===== src/rtl/core/tpi_pkg.sv =====
// Shared types and constants for the three-plane intersection unit.
package tpi_pkg;

	localparam int D_W  = 49;
	localparam int R_W  = 49;
	localparam int Q_W  = 33;
	localparam int N_W  = 81;
	localparam int NUM_W = 67;
	localparam int MAG_W = 64;
	localparam int DEN_W = 51;
	localparam int DMAG_W = 48;
	localparam logic [15:0] MIN_DET_RST = 16'd1024;

	typedef struct packed {
		logic [R_W-1:0] rem;
		logic [Q_W-1:0] low;
		logic [Q_W-1:0] quo;
		logic           ovf;
		logic           neg;
	} lane_t;

	typedef struct packed {
		logic           vld;
		logic           deg;
		logic [D_W-1:0] dv;
		lane_t [2:0]    lane;
	} slot_t;

	// a*b - c*e
	function automatic logic signed [32:0] xmul(input logic signed [15:0] a,
			input logic signed [15:0] b, input logic signed [15:0] c,
			input logic signed [15:0] e);
		logic signed [31:0] p0;
		logic signed [31:0] p1;
		p0 = a * b;
		p1 = c * e;
		return $signed({p0[31], p0}) - $signed({p1[31], p1});
	endfunction

endpackage


===== src/rtl/core/tpi_cell.sv =====
// One restoring-division cell: a quotient bit for each coordinate lane.
module tpi_cell (
	input  logic           clk,
	input  logic           arst_n,
	input  tpi_pkg::slot_t din,
	output tpi_pkg::slot_t dout
);
	import tpi_pkg::*;

	slot_t nxt;
	slot_t slot_q;
	logic  vld_q;
	logic [R_W:0] t;
	logic         ge;

	always_comb begin
		nxt = din;
		t = '0;
		ge = 1'b0;
		for (int k = 0; k < 3; k++) begin
			t = {din.lane[k].rem, din.lane[k].low[Q_W-1]};
			ge = (t >= {1'b0, din.dv});
			nxt.lane[k].rem = ge ? R_W'(t - {1'b0, din.dv}) : t[R_W-1:0];
			nxt.lane[k].low = {din.lane[k].low[Q_W-2:0], 1'b0};
			nxt.lane[k].quo = {din.lane[k].quo[Q_W-2:0], ge};
		end
	end

	always_ff @(posedge clk or negedge arst_n) begin
		if (!arst_n) begin
			vld_q <= 1'b0;
		end else begin
			vld_q <= din.vld;
		end
	end

	always_ff @(posedge clk) begin
		slot_q <= nxt;
	end

	always_comb begin
		dout = slot_q;
		dout.vld = vld_q;
	end

endmodule


===== config.mk =====
export PLATFORM = sky130hd
export DESIGN_NAME = tpi_cell
export DESIGN_NICKNAME = d
export VERILOG_FILES = /design/src/rtl/core/tpi_pkg.sv /design/src/rtl/core/tpi_cell.sv
export SDC_FILE = /design/constraint.sdc
export NUM_CORES = 1
export LEC_CHECK = 0
export BUFFER_PORTS_ARGS = -buffer_cell sky130_fd_sc_hd__buf_4
export CAP_MARGIN = 20
export CORE_AREA = 2 2 313 315
export CTS_CLUSTER_SIZE = 20
export DETAILED_ROUTE_END_ITERATION = 8
export DIE_AREA = 0 0 315 317
export GPL_TIMING_DRIVEN = 1
export PLACE_DENSITY = 0.44
export SETUP_SLACK_MARGIN = 0.1
export SLEW_MARGIN = 20
export SYNTH_ARGS = -nofsm -noshare
export SYNTH_HDL_FRONTEND = slang
export SYNTH_SLANG_ARGS = --single-unit
export TNS_END_PERCENT = 100

===== constraint.sdc =====
create_clock -name clk -period 0.8 [get_ports clk]
set_clock_uncertainty 0.05 [all_clocks]
set_input_delay 0.04 -clock clk [delete_from_list [all_inputs] [get_ports clk]]
set_output_delay 0.04 -clock clk [all_outputs]
set_load 0.02 [all_outputs]

==> flow_summary_export.csv <==
group,metric,value,unit
clock_network,cts_root_buffer,"clkbuf_16",
logic_synthesis,synth-compound-area-share,0.205,
final_layout,layout-drive-gt1-share,0.619,
clock_network,clkTransAtPathRegs,0.07,ns
grt,grt_pass1_wl,165000,um
logic_synthesis,synthXorXnorAreaFrac,0.0662,
clock_network,cts_buffers,53,
run_status,status,"finished with violations",
grt,grt_max_degree,15,
floorplan,design.portCount,806,
floorplan,rows,114,
grt,grt_use_total,0.233,
logic_synthesis,async_flop_share,0.00251,
logic_synthesis,synth-edff-count,0,
floorplan,die_h,317,um
clock_network,h-tree-depth,2,
sta,finalSetupTns,-403.14,ns
logic_synthesis,syn_avg_cell_area,9.22,um2
logic_synthesis,synth_top_flop_cell,"dfxtp_1",
logic_synthesis,yosys.area_share.simple,0.127,
routing,drtAntennaViolNets,0,
placement,gp_congestion,0.880,
clock_network,clk_path_buf_depth,3,
sta,fmax,0.384,GHz
floorplan,start_util,0.185,
run_status,violations,"negative hold slack, negative setup slack",
placement,place.port_buffers,799,
critical_path,worst_setup_path_end_kind,"flop",
logic_synthesis,ys_warn_count,0,
sta,final.period_utilization,3.26,
logic_synthesis,ys_ff_latch,399,
power,p_leak,19.0,nW
grt,antenna_found_initial,33,
sta,finalSetupViolCount,549,
critical_path,critPathMaxFanout,5,
sta,hold_viol_final,66,
routing,drt_iter0_markers,822,
placement,placed_area,0.0302,mm2
logic_synthesis,synth_mux_area_frac,0.00953,
placement,post-place-ws,-3.08,ns
logic_synthesis,syn_inst,1937,
grt,grt_pass1_vias,22600,
floorplan,coreArea,0.0963,mm2
final_layout,fin_area,0.0414,mm2
grt,grt.overflow.total,0,
power,vdd_drop_max,0.00152,V
routing,wl,122000,um
final_layout,layout.nets,4344,
floorplan,die_area,0.0999,mm2
routing,wl_per_cell,23.9,um
power,power.total,80.9,mW
routing,num_vias,21600,
placement,hpwl,98300,um
critical_path,critPathLaunchType,"primary input",
final_layout,syn2layout_area_growth,132,%
floorplan,die_w,315,um
clock_network,cts_tree,"done",
clock_network,cts.sinks,399,
critical_path,worstPathRequired,1.32,ns
logic_synthesis,synth_fa_ha_area_frac,0.106,
logic_synthesis,synth_top_family_by_area,"compound AO/OA/AOI/OAI gates",
routing,drt_pass1_iterations,6,
sta,min_period,2.61,ns
routing,viasPerCell,4.23,
sta,tightest_slew,0.494,ns
logic_synthesis,synth_area,0.0179,mm2
sta,slew_headroom,0.667,
logic_synthesis,synth_cell_types,86,
power,power.density,1960,mW/mm2
sta,drv_slew,0,
routing,drc,0,
sta,fin_hold_ws,-0.500,ns
sta,finalWorstSetupSlack,-1.81,ns
sta,rsz0062_at_grt,"true",
critical_path,arrival,3.13,ns
critical_path,crit_type,"in2reg",
hold_path,min_path_type,"in2reg",
logic_synthesis,ys_seq_area_frac,0.448,
run,cap_violations,0,
## metal layers
| layer | track usage | wire (um) | up-vias |
|---|---|---|---|
| met5 | 0 | 273 | - |
| met4 | 0.0759 | 4430 | 40 |
| met3 | 0.0659 | 8220 | 171 |
| met2 | 0.438 | 63800 | 569 |
| met1 | 0.249 | 45600 | 10300 |
| li1 | - | - | 10600 |
## state kept, by name, summed over array words and instances (netlist names)
| signal | count |
|---|---|
| dout | 398 |
| vld_q | 1 |
## Yosys cell counts (all sizes together) (7+ instances only)
cell      n  area [um2]
nand2   197         739
inv      87         327
buf      26         179
nor2    112         420
clkbuf   46         174
a21o     74         557
and4      7        61.3
xor2     58         508
xnor2    77         674
and3     19         119
nand3    32         170
o21ai   173         870
or3       8        51.3
a31oi    20         138
o31ai     8        73.8
nand2b   13        81.3
o21bai   32         240
dfxtp   398        7970
a21oi   197         986
nand4    32         200
o211ai    7        66.3
a211oi   12         100
nor2b    15        93.8
ha      147        1840
mux2     12         150
nor3     22         110
nor4      8        50.1
## cell usage in the layout (no fill, tap or decap), drive strengths merged, types with 5 or more instances in the layout
master,instances
xor2,58
diode,9
a31oi,20
nand4,32
clkinvlp,5
clkinv,17
a21boi,6
nand3,32
nand2b,13
ha,147
nor4,8
and2,5
o31ai,8
a21o,74
nor3,22
a211oi,12
o21a,6
and4,7
o211ai,7
and3,19
clkbuf,80
a211o,5
a2111oi,6
nor2,112
xnor2,77
mux2,12
bufinv,9
or3,8
nand2,197
inv,83
nor2b,15
o21bai,32
o21ai,173
dlygate4sd3,377
a21oi,197
dfxtp,398
buf,1482
## power by group
part | total [mW] | switching (mW) | leakage (nW) | internal [mW]
sequential | 24.0 | 1.26 | 3.38 | 22.7
combinational | 30.2 | 14.4 | 14.6 | 15.8
clock | 26.7 | 10.6 | 0.942 | 16.1
## area by class of cell
class / instances / area (um2)
antenna: 9 / 22.5
clock buffer: 71 / 1500
clock inverter: 26 / 413
fill: 9436 / 54900
inverter: 88 / 393
multi-input combinational: 1380 / 11200
sequential: 399 / 8510
tap: 1276 / 1600
timing repair buffer: 1868 / 17700
## worst max-delay path: stages
cell and delay (ns):
buf_8 0.08, buf_6 0.11, ha_4 0.15, inv_2 0.04, fa_2 0.42, a211oi_2 0.26, o21bai_2 0.11, a211o_1 0.33
a211o_1 0.37, nand2_2 0.13, a211oi_4 0.08, o21ba_4 0.21, o21ai_4 0.16, buf_12 0.16, buf_12 0.14, buf_6 0.11
buf_16 0.12, nand2_4 0.04, o21ai_2 0.05
## kinds of logic after synthesis
kind of cell,after synthesis
mux,14
buf+inv,160
fa+ha+maj,150
compound gates,591
other cells,1
flops,399
simple gates,487
xor+xnor,135
## timing repair
| item | CTS | global route |
|---|---|---|
| setup buffers | 54 | 12 |
| hold buffers | 350 | 33 |
| gates resized for setup | 1094 | 267 |
| cloned | 18 | 9 |
| setup endpoints to repair | 549 | 550 |
| pin swaps | 96 | 71 |
| endpoints found under the hold margin | 397 | 154 |
## per-stage QoR
stage,instances,hold WS [ns],util
2_1_floorplan,1939,-0.306,-
3_5_place_dp,4553,-0.233,0.313
5_1_grt,5111,-0.530,0.429
4_1_cts,5070,-0.559,0.414
3_3_place_gp,4553,-0.233,0.313
6_report,5117,-0.500,0.429
## worst paths after layout
check | cells past startpoint | start | endpoint | slack (ns)
setup / recovery | 19 | din[351] | dout[79]$_DFF_P_ | -1.81
hold / removal | 1 | din[358] | dout[358]$_DFF_P_ | -0.50
max in group asynchronous | 3 | arst_n | vld_q$_DFF_PN0_ | 0.33
min in group asynchronous | 3 | arst_n | vld_q$_DFF_PN0_ | 0.27
No activity file was read; power rests on OpenSTA's default activity.
